**src/rtl/core/text_mode_console_writer_defines.svh**
```systemverilog
// assertion helpers shared by the console writer modules
`ifndef TEXT_MODE_CONSOLE_WRITER_DEFINES_SVH
`define TEXT_MODE_CONSOLE_WRITER_DEFINES_SVH

// condition must hold at every clock edge out of reset
`define TMCW_ASSERT_ALWAYS(label, cond, msg) \
  label: assert property (@(posedge clk) disable iff (!rst_n) (cond)) else $error(msg);

// consequent must hold in the same cycle as the antecedent
`define TMCW_ASSERT_IMPL(label, ante, cons, msg) \
  label: assert property (@(posedge clk) disable iff (!rst_n) (ante) |-> (cons)) \
    else $error(msg);

// consequent must hold in the cycle after the antecedent
`define TMCW_ASSERT_NEXT(label, ante, cons, msg) \
  label: assert property (@(posedge clk) disable iff (!rst_n) (ante) |=> (cons)) \
    else $error(msg);

`endif

```
**src/rtl/core/tmcw_pkg.sv**
```systemverilog
`timescale 1ns / 1ps
`default_nettype none

package tmcw_pkg;

  localparam int COLUMNS     = 80;
  localparam int ROWS        = 25;
  localparam int TAB_STOP    = 4;
  localparam int CELL_COUNT  = ROWS * COLUMNS;
  localparam int QUEUE_DEPTH = 2;

  localparam int COL_W   = $clog2(COLUMNS);
  localparam int ROW_W   = $clog2(ROWS + 1);
  localparam int CELL_AW = $clog2(CELL_COUNT + 1);
  localparam int MEM_AW  = $clog2(CELL_COUNT);
  localparam int TAB_W   = (TAB_STOP > 1) ? $clog2(TAB_STOP) : 1;
  localparam int QPTR_W  = (QUEUE_DEPTH > 1) ? $clog2(QUEUE_DEPTH) : 1;

  localparam logic        FUNC_PUT     = 1'b0;
  localparam logic        FUNC_READ    = 1'b1;
  localparam logic [7:0]  CHAR_NEWLINE = 8'd10;
  localparam logic [7:0]  CHAR_TAB     = 8'd9;
  localparam logic [15:0] BLANK_CELL   = 16'h0720;
  localparam logic [7:0]  ATTR_RESET   = 8'h07;

  typedef struct packed {
    logic               func;
    logic [7:0]         char_code;
    logic [CELL_AW-1:0] read_address;
  } tmcw_in_t;

  typedef struct packed {
    logic [CELL_AW-1:0] cursor_address;
    logic [15:0]        read_data;
    logic               scrolled;
  } tmcw_out_t;

  typedef enum logic [1:0] {
    OP_READ,
    OP_NEWLINE,
    OP_TAB,
    OP_GLYPH
  } tmcw_op_t;

  // classified command handed from the front to the back
  typedef struct packed {
    tmcw_op_t           op;
    logic [7:0]         glyph;
    logic [CELL_AW-1:0] addr;
    logic               in_range;
  } tmcw_cmd_t;

endpackage

`default_nettype wire

```
**src/rtl/core/tmcw_front.sv**
```systemverilog
`timescale 1ns / 1ps
`default_nettype none

module tmcw_front import tmcw_pkg::*; (
  input  wire logic      clk,
  input  wire logic      rst_n,
  input  wire logic      clearing,
  input  wire logic      in_valid,
  output logic           in_ready,
  input  wire tmcw_in_t  in_data,
  output logic           push_valid,
  input  wire logic      push_ready,
  output tmcw_cmd_t      push_data
);

  logic      hold_valid_r, hold_valid_nxt;
  tmcw_cmd_t hold_cmd_r, hold_cmd_nxt;
  tmcw_cmd_t cls_cmd;

  // decode the transaction into an operation
  always_comb begin
    cls_cmd.glyph    = in_data.char_code;
    cls_cmd.addr     = in_data.read_address;
    cls_cmd.in_range = (in_data.read_address < CELL_AW'(CELL_COUNT));
    if (in_data.func == FUNC_READ) begin
      cls_cmd.op = OP_READ;
    end else if (in_data.char_code == CHAR_NEWLINE) begin
      cls_cmd.op = OP_NEWLINE;
    end else if (in_data.char_code == CHAR_TAB) begin
      cls_cmd.op = OP_TAB;
    end else begin
      cls_cmd.op = OP_GLYPH;
    end
  end

  assign in_ready   = !clearing && (!hold_valid_r || push_ready);
  assign push_valid = hold_valid_r;
  assign push_data  = hold_cmd_r;

  always_comb begin
    hold_valid_nxt = hold_valid_r;
    hold_cmd_nxt   = hold_cmd_r;
    if (push_ready) begin
      hold_valid_nxt = 1'b0;
    end
    if (in_valid && in_ready) begin
      hold_valid_nxt = 1'b1;
      hold_cmd_nxt   = cls_cmd;
    end
  end

  always_ff @(posedge clk) begin
    if (!rst_n) begin
      hold_valid_r <= 1'b0;
    end else begin
      hold_valid_r <= hold_valid_nxt;
    end
    hold_cmd_r <= hold_cmd_nxt;
  end

endmodule

`default_nettype wire

```
**config.mk**
```make
export PLATFORM = sky130hd
export DESIGN_NAME = tmcw_front
export DESIGN_NICKNAME = d
export VERILOG_FILES = /design/src/rtl/core/text_mode_console_writer_defines.svh /design/src/rtl/core/tmcw_pkg.sv /design/src/rtl/core/tmcw_front.sv
export SDC_FILE = /design/constraint.sdc
export NUM_CORES = 1
export LEC_CHECK = 0
export BUFFER_PORTS_ARGS = -buffer_cell sky130_fd_sc_hd__buf_2
export CORE_AREA = 2 2 58 46
export CTS_CLUSTER_DIAMETER = 30
export DETAILED_ROUTE_END_ITERATION = 6
export DIE_AREA = 0 0 60 48
export GPL_ROUTABILITY_DRIVEN = 0
export MAX_ROUTING_LAYER = met4
export PLACE_DENSITY = 0.79
export SYNTH_ARGS = -nofsm -noshare
export SYNTH_HDL_FRONTEND = slang
export SYNTH_SLANG_ARGS = --single-unit
```
**constraint.sdc**
```tcl
create_clock -name clk -period 2.6 [get_ports clk]
set_input_delay 0.52 -clock clk [delete_from_list [all_inputs] [get_ports clk]]
set_output_delay 0.52 -clock clk [all_outputs]
set_load 0.02 [all_outputs]
```
; Word-level counts from Yosys, hierarchy flattened
; Index checks and enable logic that the tools add are counted.
[classes]
add_sub_neg = 0
multipliers = 0
div = 0
magnitude_cmp = 1
n_eq_ne = 2
shifts = 0
n_mux = 4
bitwise = 0
reduce_logical = 7
[op_table]
columns = op, n
row1 = 8-bit by 4-bit == test with 1-bit output (second input constant), 2
row2 = 11-bit < comparator (second input constant), 1
row3 = 1-bit 2-to-1 mux, 4
row4 = 1-bit logical AND, 2
row5 = 1-bit zero test, 2
row6 = 2-bit nonzero test, 1
row7 = 2-bit OR reduction, 1
row8 = 1-bit logical OR, 1
[word_totals]
regBits = 23
latchBits = 0
ram_bits = 0
rom_bits = 0
input_bits = 25
output_inout_bits = 24
wordCells = 20
mem_count = 0

; Depth between registers and ports, before layout
[logic_depth]
ltp_word = 5
mapped_depth = 2
depth_no_buf = 2

; Worst setup path after synthesis
; OpenSTA, ideal clock, no wires.
[synth_path]
path_type = input port to flip-flop
startpoint = input port push_ready
endpoint = register hold_cmd_r (netlist bit push_data[0]) (enable)
setup_ps = 434
t_arrival_ps = 2245
t_required_ps = 2166
setup_slack_ps = -78
cell_stages = 2
path_buffers = 0
cell_sequence = nor2b_1 -> nor3b_1
[synth_between]
elab_chain_len = 3
[synth_lines]
columns = item, line
row1 = from (decl), tmcw_front.sv:12  ; input wire logic push_ready,
row2 = 1-bit logical OR, tmcw_front.sv:36  ; assign in_ready = !clearing && (!hold_valid_r || push_ready);
row3 = 1-bit logical AND, tmcw_front.sv:36
row4 = 1-bit logical AND, tmcw_front.sv:46  ; if (in_valid && in_ready) begin
row5 = to (signal assigned), tmcw_front.sv:58  ; hold_cmd_r <= hold_cmd_nxt;
row6 = to (decl), tmcw_front.sv:17  ; tmcw_cmd_t hold_cmd_r, hold_cmd_nxt;
; Every way passes these cells.
; A chain may end at the register's enable or synchronous reset.

; Final worst setup path
[layout_path]
startpoint = register hold_valid_r (netlist: push_valid)
endpoint = output port in_ready
[layout_between]
elab_chain_len = 3
[layout_lines]
columns = item, line
row1 = from (decl), tmcw_front.sv:16  ; logic hold_valid_r, hold_valid_nxt;
row2 = from (signal assigned), tmcw_front.sv:56  ; hold_valid_r <= hold_valid_nxt;
row3 = 1-bit zero test, tmcw_front.sv:36
row4 = 1-bit logical OR, tmcw_front.sv:36
row5 = 1-bit logical AND, tmcw_front.sv:36
row6 = to (decl), tmcw_front.sv:9  ; output logic in_ready,
; Every way passes these cells.

==> flow_metrics.tcl <==
set metrics [dict create \
    cellPowerDensity_mw_per_mm2 597 \
    clock_sinks 23 \
    via_per_inst 4.23 \
    crit_arrival_ns 1.10 \
    final_common_cell "buf_2" \
    clock_path_buffers 2 \
    fin_crit_ns 1.62 \
    antenna_found_initial 0 \
    gr-total-overflow 0 \
    p_total_uw 657 \
    end_kind "output pin" \
    seq_area_frac_synth 0.875 \
    synth_area_um2 778 \
    peakVddDrop_uv 338 \
    r2r_slack_ns 1.35 \
    post-place-ws_ns 1.03 \
    diodes 0 \
    skew_ns 0.00157 \
    drtAntennaViolNets 0 \
    syn_to_final_growth_pct 41.5 \
    status "complete, no violations" \
    max_freq_mhz 619 \
    worst_slack_ns 0.985 \
    nets 114 \
    critPathBufInv 1 \
    synthSimpleGateAreaFrac 0.0916 \
    vias 516 \
    clock_latency_ns 0.30 \
    cts_buffers 3 \
    synth-adder-area-share 0 \
    die_area_mm2 0.00288 \
    io_pins 49 \
    drtPass1Iterations 2 \
    ys_ff_latch 23 \
    coreArea_mm2 0.00227 \
    ys_top_cells_by_area "edfxtp_1 (85%), nor4b_4 (3.1%), dfxtp_1 (2.6%)" \
    clk_pin_slew_ns 0.12 \
    clock-root-buffer "clkbuf_4" \
    yosysTopAreaCell "edfxtp_1" \
    synth_nets 60 \
    synth_mux_area_frac 0 \
    tns_ns 0 \
    synth_top_family_by_area "simple AND/OR/NAND/NOR gates" \
    synth_cell_types 11 \
    avgSynthCellArea_um2 22.2 \
    worst_hold_path.num_cells 1 \
    wl_mm 1.34 \
    worstHoldPathType "primary input to register" \
    cts_setup_buffers 0 \
    wl_met1_um 535 \
    grt_max_degree 23 \
    fin_crit_sh 0.621 \
    met3_length_um 165 \
    final_cell_mix "buf_2 (48), edfxtp_1 (22), clkbuf_4 (3)" \
    path_delay_family "flip-flops" \
    wl_met2_um 642 \
    cts_hold_buf 0 \
    fp.dieW_um 60 \
    syn_inst 35 \
    setup_viol 0 \
    portBuffers 48 \
    cp_max_fo 3 \
    hold_slack_ns 0.390 \
    highest_layer "met3" \
    htreeDepth 1 \
    synth-xor-area-share 0 \
    num_rows 15 \
    critPathLaunchType "register" \
    drive_gt1_frac 0.625 \
    required_ns 2.08 \
    die_h_um 48 \
    rsz0062_at_grt "no" \
    wl_per_cell_um 11.0 \
    final-max-slew-violation-count 0 \
    worst-setup-path-type "register to output pin" \
    ff2ff_path_depth 3 \
    critPathSlowestCell "dfxtp_1" \
    cts_tree "built" \
    drc 0 \
    slowest_delay_ns 0.34 \
    p_leak_nw 0.457 \
    drtIter0Drc 1 \
    start_util 0.343 \
    finalHoldViolations 0 \
    utilization 0.485 \
    post_cts_resized 0 \
    cp.depth 3 \
    cp_cell_sequence "nor2b_1 > nor2_1 > buf_2" \
    grt_pass1_wl_mm 2.01 \
    grt_pass1_vias 486 \
    ys_warn_count 0 \
    synth_top_area_share 0.849 \
    synth-compound-area-share 0.0338 \
    drv_cap 0 \
    grt_util_all_layers 0.104 \
    max_slew_margin 0.796 \
    tightest_slew_ns 0.302 \
    fillers 214 \
]
-- logic make-up (layout without fill, tap and decap cells) --
family          count (synthesis)  count (layout)
flops                          23              23
buf+inv                         0              53
simple gates                    8               8
compound gates                  4               4
-- registers in the layout, indices dropped and copies added (netlist names) --
signal and count:
push_data 22, push_valid 1
-- where the power goes --
part | internal, mW | switching [mW] | leakage [nW]
Sequential | 0.424 | 0.00303 | 0.214
Clock | 0.0572 | 0.0995 | 0.0177
Combinational | 0.0291 | 0.0444 | 0.226
Total | 0.510 | 0.147 | 0.457
-- worst reg2reg max path, delay by kind of cell (launching register included) --
family	cells	cell delay (ns)
flip-flops	1	0.33
buffers and inverters	1	0.30
AND/OR/NAND/NOR	2	0.30
-- layout make-up --
class	count	area, um2	share of cell area
timing repair buffer	49	248	0.225
tap	34	42.5	0.0386
clock buffer	3	22.5	0.0205
multi-input combinational	12	103	0.0932
clock inverter	1	5.00	0.00455
sequential	23	681	0.618
-- metal layers --
metal | track usage | vias to the layer above
met5 | - | -
met4 | 0.0133 | 0
met3 | 0.0541 | 0
met2 | 0.183 | 35
met1 | 0.108 | 232
li1 | - | 249
-- Yosys cell counts, drive strengths merged --
cell,instances
dfxtp,1
a21oi,2
and3,1
nor4b,3
edfxtp,22
nor3b,1
o21a,1
o2111ai,1
nor2b,2
nor2,1
-- metrics by stage --
step | area [um2] | instances
after floorplan | 783 | 35
after global placement | 1070 | 118
after detailed placement | 1070 | 118
after CTS | 1100 | 122
after global routing | 1100 | 122
final | 1100 | 122
-- worst paths after layout --
check,startpoint,endpoint
worst min-delay path,in_data[0],push_data[1]
worst min register to register,push_valid,push_valid
worst max register to register,push_valid,push_data[4]
worst max-delay path,push_valid,in_ready
Power figures use the tool's default switching activity.
