==> src/rtl/core/text_mode_console_writer_defines.svh <==
// assertion helpers shared by the console writer modules
`ifndef TEXT_MODE_CONSOLE_WRITER_DEFINES_SVH
`define TEXT_MODE_CONSOLE_WRITER_DEFINES_SVH

// condition must hold at every clock edge out of reset
`define TMCW_ASSERT_ALWAYS(label, cond, msg) \
  label: assert property (@(posedge clk) disable iff (!rst_n) (cond)) else $error(msg);

// consequent must hold in the same cycle as the antecedent
`define TMCW_ASSERT_IMPL(label, ante, cons, msg) \
  label: assert property (@(posedge clk) disable iff (!rst_n) (ante) |-> (cons)) \
    else $error(msg);

// consequent must hold in the cycle after the antecedent
`define TMCW_ASSERT_NEXT(label, ante, cons, msg) \
  label: assert property (@(posedge clk) disable iff (!rst_n) (ante) |=> (cons)) \
    else $error(msg);

`endif

==> src/rtl/core/tmcw_pkg.sv <==
`timescale 1ns / 1ps
`default_nettype none

package tmcw_pkg;

  localparam int COLUMNS     = 80;
  localparam int ROWS        = 25;
  localparam int TAB_STOP    = 4;
  localparam int CELL_COUNT  = ROWS * COLUMNS;
  localparam int QUEUE_DEPTH = 2;

  localparam int COL_W   = $clog2(COLUMNS);
  localparam int ROW_W   = $clog2(ROWS + 1);
  localparam int CELL_AW = $clog2(CELL_COUNT + 1);
  localparam int MEM_AW  = $clog2(CELL_COUNT);
  localparam int TAB_W   = (TAB_STOP > 1) ? $clog2(TAB_STOP) : 1;
  localparam int QPTR_W  = (QUEUE_DEPTH > 1) ? $clog2(QUEUE_DEPTH) : 1;

  localparam logic        FUNC_PUT     = 1'b0;
  localparam logic        FUNC_READ    = 1'b1;
  localparam logic [7:0]  CHAR_NEWLINE = 8'd10;
  localparam logic [7:0]  CHAR_TAB     = 8'd9;
  localparam logic [15:0] BLANK_CELL   = 16'h0720;
  localparam logic [7:0]  ATTR_RESET   = 8'h07;

  typedef struct packed {
    logic               func;
    logic [7:0]         char_code;
    logic [CELL_AW-1:0] read_address;
  } tmcw_in_t;

  typedef struct packed {
    logic [CELL_AW-1:0] cursor_address;
    logic [15:0]        read_data;
    logic               scrolled;
  } tmcw_out_t;

  typedef enum logic [1:0] {
    OP_READ,
    OP_NEWLINE,
    OP_TAB,
    OP_GLYPH
  } tmcw_op_t;

  // classified command handed from the front to the back
  typedef struct packed {
    tmcw_op_t           op;
    logic [7:0]         glyph;
    logic [CELL_AW-1:0] addr;
    logic               in_range;
  } tmcw_cmd_t;

endpackage

`default_nettype wire

==> src/rtl/core/tmcw_queue.sv <==
`timescale 1ns / 1ps
`default_nettype none

`include "text_mode_console_writer_defines.svh"

module tmcw_queue import tmcw_pkg::*; (
  input  wire logic      clk,
  input  wire logic      rst_n,
  input  wire logic      push_valid,
  output logic           push_ready,
  input  wire tmcw_cmd_t push_data,
  output logic           pop_valid,
  input  wire logic      pop_ready,
  output tmcw_cmd_t      pop_data
);

  tmcw_cmd_t         slot_r [QUEUE_DEPTH];
  logic [QPTR_W-1:0] wr_ptr_r, wr_ptr_nxt;
  logic [QPTR_W-1:0] rd_ptr_r, rd_ptr_nxt;
  logic [QPTR_W:0]   count_r, count_nxt;
  logic              do_push, do_pop;

  assign push_ready = (count_r != (QPTR_W + 1)'(QUEUE_DEPTH));
  assign pop_valid  = (count_r != '0);
  assign pop_data   = slot_r[rd_ptr_r];
  assign do_push    = push_valid && push_ready;
  assign do_pop     = pop_valid && pop_ready;

  always_comb begin
    wr_ptr_nxt = wr_ptr_r;
    rd_ptr_nxt = rd_ptr_r;
    count_nxt  = count_r;
    if (do_push) begin
      wr_ptr_nxt = (wr_ptr_r == QPTR_W'(QUEUE_DEPTH - 1)) ? '0 : wr_ptr_r + 1'b1;
    end
    if (do_pop) begin
      rd_ptr_nxt = (rd_ptr_r == QPTR_W'(QUEUE_DEPTH - 1)) ? '0 : rd_ptr_r + 1'b1;
    end
    if (do_push && !do_pop) begin
      count_nxt = count_r + 1'b1;
    end else if (do_pop && !do_push) begin
      count_nxt = count_r - 1'b1;
    end
  end

  always_ff @(posedge clk) begin
    if (!rst_n) begin
      wr_ptr_r <= '0;
      rd_ptr_r <= '0;
      count_r  <= '0;
    end else begin
      wr_ptr_r <= wr_ptr_nxt;
      rd_ptr_r <= rd_ptr_nxt;
      count_r  <= count_nxt;
    end
  end

  always_ff @(posedge clk) begin
    if (do_push) begin
      slot_r[wr_ptr_r] <= push_data;
    end
  end

  `TMCW_ASSERT_ALWAYS(a_queue_count, count_r <= (QPTR_W + 1)'(QUEUE_DEPTH), "queue overfilled")

endmodule

`default_nettype wire

==> config.mk <==
export PLATFORM = sky130hd
export DESIGN_NAME = tmcw_queue
export DESIGN_NICKNAME = d
export VERILOG_FILES = /design/src/rtl/core/tmcw_pkg.sv /design/src/rtl/core/tmcw_queue.sv
export VERILOG_INCLUDE_DIRS = /design/src /design/src/rtl/core
export SDC_FILE = /design/constraint.sdc
export NUM_CORES = 1
export LEC_CHECK = 0
export BUFFER_PORTS_ARGS = -buffer_cell sky130_fd_sc_hd__buf_4
export CAP_MARGIN = 15
export CORE_MARGIN = 2
export CORE_UTILIZATION = 40
export DETAILED_ROUTE_END_ITERATION = 16
export GPL_ROUTABILITY_DRIVEN = 0
export PLACE_DENSITY = 0.67
export SYNTH_ARGS = -nofsm -noshare
export SYNTH_HDL_FRONTEND = slang
export SYNTH_SLANG_ARGS = --single-unit
==> constraint.sdc <==
create_clock -name clk -period 1.7 [get_ports clk]
set_input_delay 0.34 -clock clk [delete_from_list [all_inputs] [get_ports clk]]
set_output_delay 0.34 -clock clk [all_outputs]
set_load 0.02 [all_outputs]
## After elaboration in Yosys (flattened, before gate mapping)

Memories as Yosys holds them, arrays and structs flattened. A register that Yosys moved wholly into a read port is not among the register bits.
Index checks and enable logic that the tools add are counted.
W data, S select, Z words.

| cells by class | value |
|---|---|
| shifts and indexed selects | 0 |
| bitwise operators | 0 |
| eq/ne operators | 1 |
| order comparisons | 0 |
| $add $sub $neg | 4 |
| reductions and logical operators | 8 |
| $mul | 0 |
| muxes and demuxes | 8 |
| divide/modulo/power cells | 0 |

Operator list:

| operator | count |
|---|---|
| $mux W1 | 6 |
| $logic_and A1 B1 Y1 | 4 |
| $mux W2 | 2 |
| $reduce_bool A2 Y1 | 2 |
| $add A1 B1 Y1 const B | 2 |
| $add A2 B1 Y2 const B | 1 |
| $logic_not A1 Y1 | 2 |
| $ne A2 B2 Y1 const B | 1 |
| $sub A2 B1 Y2 const B | 1 |

| storage, ports and cells | value |
|---|---|
| memory bits (read-only) | 0 |
| word-level logic and storage cells | 25 |
| memory bits (writable) | 44 |
| memories kept | 1 |
| register bits | 4 |
| latch bits | 0 |

Memories:

| name | words | width | rd ports | clocked after Yosys merged registers in | write ports | RTL line | text |
|---|---|---|---|---|---|---|---|
| slot_r | 2 | 22 | 1 | 1 | 1 | tmcw_queue.sv:17 | `tmcw_cmd_t slot_r [QUEUE_DEPTH];` |

## Depth between registers and ports, before layout

Gate-level depths: netlist of run 1.

| depth | value |
|---|---|
| depth after elaboration | 6 |
| depth in mapped cells | 6 |

## Least setup slack after synthesis of run 1

OpenSTA, ideal clock, no wires.

| timing | value |
|---|---|
| kind | reg2reg |
| from | register count_r[0] |
| to | memory slot_r[1][0] in the netlist's numbering (enable) |
| path slack | 109 ps |
| library setup time | 381 ps |
| arrival | 1211 ps |
| stages on the path, launching flop included | 3 |
| clock period less this slack | 1591 ps |
| path buffers | 0 |
| required time | 1319 ps |
| path through | dfxtp_1 -> nand2b_4 -> and3_1 |

| on the way | value |
|---|---|
| word-level cells in the longest chain between the ends | 4 |

Ends and longest elaborated chain:

| item | RTL line | text |
|---|---|---|
| start: declaration | tmcw_queue.sv:20 | `logic [QPTR_W:0] count_r, count_nxt;` |
| start signal: assignment | tmcw_queue.sv:54 | `count_r <= count_nxt;` |
| $ne A2 B2 Y1 | tmcw_queue.sv:23 | `assign push_ready = (count_r != (QPTR_W + 1)'(QUEUE_DEPTH));` |
| named net push_ready | tmcw_queue.sv:10 | `output logic push_ready,` |
| $logic_and A1 B1 Y1 | tmcw_queue.sv:26 | `assign do_push = push_valid && push_ready;` |
| $mux W1 | tmcw_queue.sv:59 | `if (do_push) begin` |
| $mux W1 (implied by the code) | tmcw_queue.sv:60 | `slot_r[wr_ptr_r] <= push_data;` |
| end: declaration | tmcw_queue.sv:17 |  |

The timed path passes the listed nets, and every way through them passes these cells.

==> qor.txt, run 1 <==
Status - complete, no violations
Least-Margin Pin Slew - 0.223 ns
Cts hold-fix bufs - 0
Core ar. - 4380 um^2
Worst Path Arrival - 1.31 ns
Met3 usage - 0.0478
H-tree lvl count - 2
Mean Syn Cell Area - 19.8 um^2
Met2 GRT Util - 0.227
Clock Tree Buf Depth - 2
Area contributors post-synth - edfxtp_1 73%, mux2_2 14%, dfxtp_1 5.5%, and2_1 1.4%, xnor2_1 0.96%
Critical-path cell list - buf_6 > mux2_2 > buf_4
Latest clock arrival within the worst-skew pair - 0.29 ns
Reg2reg setup slack - 0.09 ns
DRC viols - 0
Post-Layout Cell Count - 206
Cell row count - 24
Commonest non-fill, non-tap cell in the layout - buf_4
CTS buffer count - 5
Count of maximum capacitance violations - 0
Sinks on Clock Net - 49
Fraction of synthesized cell area in xor and xnor cells - 0.0144
Final hold vios - 0
TritonRoute pass-1 iters - 2
Max Clk Rate - 0.605 GHz
Die height - 71.5 um
CP required - 1.36 ns
Critical path's slowest cell - dfxtp_4
DP HPWL - 2200 um
Post CTS Setup Buffer Count - 0
First-pass GRT wire length - 5010 um
Reg-to-reg startpoint - count_r[0]
GRT Max-Usage Layer - met2
IO Pins - 50
Final setup viols - 0
Netlist cell types - 19
Area delta synth->final - 34.4%
Crit start category - register
Initial antenna violation count - 0
Cell Area, Placed - 2290 um^2
Syn nets - 119
Fin crit share - 0.972
N_diodes - 0
PwrDens - 1490 nW/um^2
Hold Path Class - input pin to register
Final setup TNS - 0 ns
Critical path class - register to primary output
Synth Warn # - 0
Final core occ - 0.559
Layout cell share with drive strength beyond 1 - 0.584
Hold_sp - push_data[16]
Initial DRC count - 39
Cells after Synth - 92
RSZ-0062 raised after global routing - true
Worst ir drop on vdd - 0.847 mV
Hold Crit Depth - 1
Register area - 1430 um^2
Footprint of the multi-input gates - 387 um^2
Number of global-route vias before repair - 1074
Design Area, Final - 2450 um^2
RR Endpoint - count_r[1]
Worst hold path endpoint - slot_r[0][16]
WP buf/inv - 2
Post-synth top area cell - edfxtp_1
Grt total ovfl - 0
Initial core utilization - 0.416
Largest net degree at the start of global routing - 15
Area fraction of the dominant cell type after synthesis - 0.725
Largest family of logic cells by synthesized area - multiplexers
Port bufs - 49
Max incr delay on CP - 0.39 ns
Critical path fanouts, max - 6
Synthesized flop and latch total - 49
Worst slew margin - 0.850
Final WL - 3180 um
Fill cells - 366
Commonest cells after routing, fill and taps aside - 48 x buf_4, 44 x edfxtp_1, 22 x mux2_2, 7 x buf_6, 5 x clkbuf_8
Via count - 991
Die Area - 5110 um^2
Total GRT Usage - 0.132
Nets - 180
Fin. max-slew vios - 0
Clock slew at reported path FFs - 0.08 ns
Routed wire per std cell - 15.4 um
Simple-Gate Fraction of Synth Area - 0.0357
Adder-cell share of the synthesized area - 0.00687
Tmin final - 1.65 ns
Final Hold Slack - 0.226 ns
CTS tree - yes
Width of the die - 71.5 um
Final ANT Viol Nets - 0
GR Util met1 - 0.148
Worst setup EP type - primary output
Skew final - 0.00560 ns
Leakage - 0.933 nW
Reg2reg path depth - 5
Register area share after synthesis - 0.780
Post-Synthesis Cell Area - 1820 um^2
CTS root buffer - clkbuf_8
CP delay by family, top - flip-flops
Detail-routed via count per cell - 4.81
Dpl cells - 197
Multiplexer area fraction after synthesis - 0.136
Synth Area in Compound Gates - 0.0192
## cell type report
| type | instances | area share |
|---|---|---|
| well taps | 52 | 0.0266 |
| clock inverters | 2 | 0.0138 |
| multi-input cells | 40 | 0.158 |
| repair buffers | 56 | 0.188 |
| flip-flops and latches | 49 | 0.583 |
| clock buffers | 6 | 0.0296 |
| inverters | 1 | 0.00153 |
## where the power goes
part / internal [mW] / total [mW] / switching (mW)
clock network: 0.434 / 0.782 / 0.348
registers: 1.52 / 1.60 / 0.0782
logic: 0.651 / 1.26 / 0.611
## logic make-up after synthesis
| logic type | Yosys count |
|---|---|
| fa+ha+maj | 1 |
| simple gates | 9 |
| buf+inv | 3 |
| mux | 22 |
| flops | 49 |
| compound gates | 5 |
| xor+xnor | 3 |
## per-stage QoR
stage | power [mW] | setup slack, ns
after floorplan | 2.32 | 0.109
after global placement | 2.76 | 0.204
after detailed placement | 2.80 | 0.0849
after CTS | 3.59 | -0.0200
after global routing | 3.83 | -0.00782
final | 3.64 | 0.0468
## sequential cells by signal, summed over array words and instances (netlist names), named ones only
signal / count
count_r: 2
wr_ptr_r: 1
rd_ptr_r: 1
slot_r: 44
## worst max path at each step
stage / end / slack (ns) / cells after the start
after detailed placement: count_r[1] / 0.08 / 5
final: pop_data[14] / 0.05 / 3
after global routing: pop_data[12] / -0.008 / 3
after CTS: pop_data[12] / -0.02 / 3
after global placement: count_r[1] / 0.20 / 5
after floorplan: slot_r[1][0] / 0.11 / 2
## timing repair
item / CTS / global route
gates cloned: 0 / 1
resized for setup: 0 / 16
setup endpoints to repair: 22 / 23
## layer usage
layer | up-vias | wire [um]
met5 | - | 0
met4 | 0 | 53
met3 | 7 | 192
li1 | 473 | -
met2 | 29 | 1660
met1 | 482 | 1280
## worst reg2reg max path, cell delays in order (launching register included)
cell and delay [ns]:
dfxtp_2 0.35, nand2b_4 0.16, and2_1 0.17, ha_1 0.33
or3_1 0.37, a21boi_1 0.16
## cell usage after synthesis
cell type and number:
o21ai_1 1, a21boi_0 1, nand2b_4 1, or2_2 1
xor2_1 1, ha_1 1, xnor2_1 2, and3_1 1
nand3b_1 1, a21bo_2 1, mux2_2 22, dfxtp_1 5
and2_1 4, a21boi_1 1, edfxtp_1 44, buf_2 2
inv_1 1, or3_1 1, o21ai_0 1
(Power assumes the default switching activity.)
==> inputs of run 2 (changes only) <==
MAX_ROUTING_LAYER = met4   (was default)
SLEW_MARGIN = 20   (was default)
==> qor.txt, run 2 (same netlist as run 1, synthesis figures left out) <==
Die Area - 5110 um^2
CTS buffer count - 5
DRC viols - 0
Final hold vios - 0
Initial antenna violation count - 0
Port bufs - 49
Dpl cells - 197
Total GRT Usage - 0.136
Final WL - 3180 um
Critical path fanouts, max - 6
Fin crit share - 0.972
Max Clk Rate - 0.605 GHz
Commonest cells after routing, fill and taps aside - 48 x buf_4, 44 x edfxtp_1, 22 x mux2_2, 7 x buf_6, 5 x clkbuf_8
Latest clock arrival within the worst-skew pair - 0.29 ns
Detail-routed via count per cell - 4.80
Hold Path Class - input pin to register
Worst setup EP type - primary output
CP required - 1.36 ns
Count of maximum capacitance violations - 0
WP depth - 3
WP buf/inv - 2
DP HPWL - 2200 um
Max incr delay on CP - 0.39 ns
Critical path's slowest cell - dfxtp_4
H-tree lvl count - 2
Initial core utilization - 0.416
Final setup TNS - 0 ns
Width of the die - 71.5 um
Cell Area, Placed - 2290 um^2
Critical-path cell list - buf_6 > mux2_2 > buf_4
Total power - 3.64 mW
Skew final - 0.00562 ns
Design Area, Final - 2450 um^2
Reg2reg setup slack - 0.09 ns
Hold Crit Depth - 1
Die height - 71.5 um
CTS root buffer - clkbuf_8
Crit start category - register
Cell row count - 24
RSZ-0062 raised after global routing - true
Largest register FFs - 44
Final core occ - 0.559
PwrDens - 1490 nW/um^2
Reg-to-reg startpoint - count_r[0]
Sinks on Clock Net - 49
First-pass GRT wire length - 5000 um
Final ANT Viol Nets - 0
Largest net degree at the start of global routing - 15
Final setup viols - 0
Number of global-route vias before repair - 1074
Worst ir drop on vdd - 0.847 mV
Worst Path Arrival - 1.31 ns
Cts hold-fix bufs - 0
Reg2reg path depth - 5
Clock slew at reported path FFs - 0.08 ns
CP delay by family, top - flip-flops
Area delta synth->final - 34.4%
Fill cells - 366
Tmin final - 1.65 ns
Layout cell share with drive strength beyond 1 - 0.584
IO Pins - 50
Critical path class - register to primary output
Status - complete, no violations
Post-Layout Cell Count - 206
Worst slew margin - 0.850
Routed wire per std cell - 15.4 um
N_diodes - 0
Least-Margin Pin Slew - 0.223 ns
Commonest non-fill, non-tap cell in the layout - buf_4
Largest Register - slot_r
Core ar. - 4380 um^2
Leakage - 0.933 nW
Clock Tree Buf Depth - 2
Via count - 988
Biggest regs - slot_r x44, count_r x2
Grt total ovfl - 0
Setup crit end - pop_data[14]
RR Endpoint - count_r[1]
CTS tree - yes
TritonRoute pass-1 iters - 2
Fin. max-slew vios - 0
Initial DRC count - 38
Nets - 180
run 2: area by class of cell:
cell class                      count  area (um^2)  area share
Multi-Input combinational cell     40          387       0.158
Timing Repair Buffer               56          459       0.188
Inverter                            1         3.75     0.00153
Clock inverter                      2         33.8      0.0138
Clock buffer                        6         72.6      0.0296
Sequential cell                    49         1430       0.583
Tap cell                           52         65.1      0.0266
run 2: metal layers:
metal / up-vias / GRT usage / part of all wire
met2: 29 / 0.227 / 0.52
met3: 7 / 0.0464 / 0.058
met4: 0 / 0.0566 / 0.017
met5: - / - / 0
met1: 479 / 0.149 / 0.40
li1: 473 / - / -
run 2: what timing repair did:
| action | in CTS | in global routing |
|---|---|---|
| setup buffers | 0 | 0 |
| cloned | 0 | 1 |
| gates resized for setup | 0 | 16 |
| setup endpoints to repair | 22 | 23 |
run 2: report_power, final:
group          switching [mW]  leakage (nW)  internal, mW
sequential             0.0780         0.454          1.52
combinational           0.611         0.427         0.650
clock                   0.348        0.0528         0.434
run 2: worst min-delay path by stage:
stage / start / slack (ns) / end
after floorplan: push_data[0] / 0.44 / slot_r[0][0]
after global placement: count_r[1] / 0.52 / count_r[1]
after detailed placement: push_data[16] / 0.53 / slot_r[0][16]
after CTS: push_data[16] / 0.22 / slot_r[0][16]
after global routing: push_data[16] / 0.20 / slot_r[0][16]
final: push_data[16] / 0.23 / slot_r[0][16]
run 2: through the flow:
stage | hold slack [ns] | worst slack [ns]
after global placement | 0.522 | 0.204
final | 0.226 | 0.0469
after CTS | 0.217 | -0.0200
after global routing | 0.204 | -0.00782
after floorplan | 0.439 | 0.109
after detailed placement | 0.527 | 0.0849
==> inputs of run 3 (changes only) <==
CTS_BUF_LIST = sky130_fd_sc_hd__clkbuf_2   (was default)
==> qor.txt, run 3 (same netlist as run 1, synthesis figures left out) <==
Status - complete, but fails checks
Failing checks - negative setup slack
Largest net degree at the start of global routing - 15
DRC viols - 0
Final hold vios - 0
Layout cell share with drive strength beyond 1 - 0.594
Critical path's slowest cell - dfxtp_4
Tmin final - 1.79 ns
Worst Path Arrival - 1.45 ns
Nets - 181
Final setup TNS - -1.71 ns
N_diodes - 0
Cts hold-fix bufs - 0
Number of global-route vias before repair - 1079
Hold Path Class - input pin to register
First-pass GRT wire length - 5000 um
Via count - 996
Worst setup EP type - primary output
CP required - 1.36 ns
Dpl cells - 197
Clock slew at reported path FFs - 0.22 ns
Largest Register - slot_r
Design Area, Final - 2590 um^2
IO Pins - 50
Total power - 3.75 mW
Area delta synth->final - 42.4%
Final ANT Viol Nets - 0
Skew final - 0.0135 ns
Max incr delay on CP - 0.45 ns
Fin crit share - 1.05
Routed wire per std cell - 16.1 um
Critical-path cell list - clkbuf_16 > mux2_4 > buf_6
RSZ-0062 raised after global routing - true
H-tree lvl count - 2
Leakage - 1.04 nW
Final Hold Slack - 0.104 ns
Biggest regs - slot_r x44, count_r x2
Least-Margin Pin Slew - 0.224 ns
Initial core utilization - 0.416
Die Area - 5110 um^2
Worst setup margin - -0.0894 ns
Fin. max-slew vios - 0
Latest clock arrival within the worst-skew pair - 0.39 ns
Worst ir drop on vdd - 0.777 mV
Clock Tree Buf Depth - 2
Cell row count - 24
Post CTS Setup Buffer Count - 0
CTS tree - yes
Die height - 71.5 um
PwrDens - 1450 nW/um^2
Total GRT Usage - 0.135
Final core occ - 0.592
Commonest cells after routing, fill and taps aside - 44 x edfxtp_1, 31 x buf_4, 22 x mux2_4, 22 x buf_6, 6 x clkbuf_2
Final setup viols - 22
Fill cells - 344
Cell Area, Placed - 2290 um^2
Worst slew margin - 0.849
Dpl ws - 0.0849 ns
Commonest non-fill, non-tap cell in the layout - edfxtp_1
Grt total ovfl - 0
Max Clk Rate - 0.559 GHz
Initial antenna violation count - 0
Sinks on Clock Net - 49
Critical path fanouts, max - 5
Detail-routed via count per cell - 4.81
Core ar. - 4380 um^2
Final WL - 3330 um
Initial DRC count - 49
CTS root buffer - clkbuf_2
Port bufs - 49
Crit start category - register
Largest register FFs - 44
Count of maximum capacitance violations - 0
Width of the die - 71.5 um
Critical path class - register to primary output
TritonRoute pass-1 iters - 4
CTS buffer count - 5
DP HPWL - 2200 um
Post-Layout Cell Count - 207
[run 3: cell types whose count changed in the layout (fill, tap and decap cells not counted), sizes merged]
cell,before,now
buf,56,55
clkbuf,6,8
[run 3: path summary, 6_finish.rpt]
| path | startpoint | endpoint | slack (ns) | depth (start not counted) |
|---|---|---|---|---|
| setup / recovery | register | pop_data[13] | -0.09 | 3 |
| hold / removal | push_data[11] | slot_r[1][11] | 0.10 | 1 |
| setup reg to reg | count_r[0] | count_r[1] | 0.07 | 5 |
| hold reg to reg | count_r[1] | count_r[1] | 0.55 | 2 |
[run 3: power by group]
| group | switching [mW] | internal [mW] | leakage [nW] | total (mW) |
|---|---|---|---|---|
| clock network | 0.335 | 0.251 | 0.0406 | 0.586 |
| logic | 0.671 | 0.887 | 0.542 | 1.56 |
| registers | 0.0920 | 1.52 | 0.454 | 1.61 |
| total | 1.10 | 2.66 | 1.04 | 3.75 |
[run 3: per-layer routing]
metal	track usage	wire, um	vias up
li1	-	-	475
met1	0.145	1340	484
met2	0.229	1770	31
met3	0.0464	180	6
met4	0.0503	41	0
met5	-	0	-
[run 3: what timing repair did]
item,in CTS,in global routing
gates cloned,0,2
resized for setup,3,50
setup endpoints to repair,22,24
[run 3: final cells by class]
cell class / instances / area (um^2) / area share
Timing Repair Buffer: 57 / 566 / 0.218
Inverter: 1 / 3.75 / 0.00145
Tap cell: 52 / 65.1 / 0.0251
Sequential cell: 49 / 1430 / 0.550
Multi-Input combinational cell: 40 / 469 / 0.181
Clock inverter: 2 / 33.8 / 0.0130
Clock buffer: 6 / 30.0 / 0.0116
[run 3: worst max-delay path, delay by kind of cell, from the launching register on]
family	cells	cell delay, ns
muxes	1	0.30
DFF	1	0.45
buffers and inverters	2	0.30
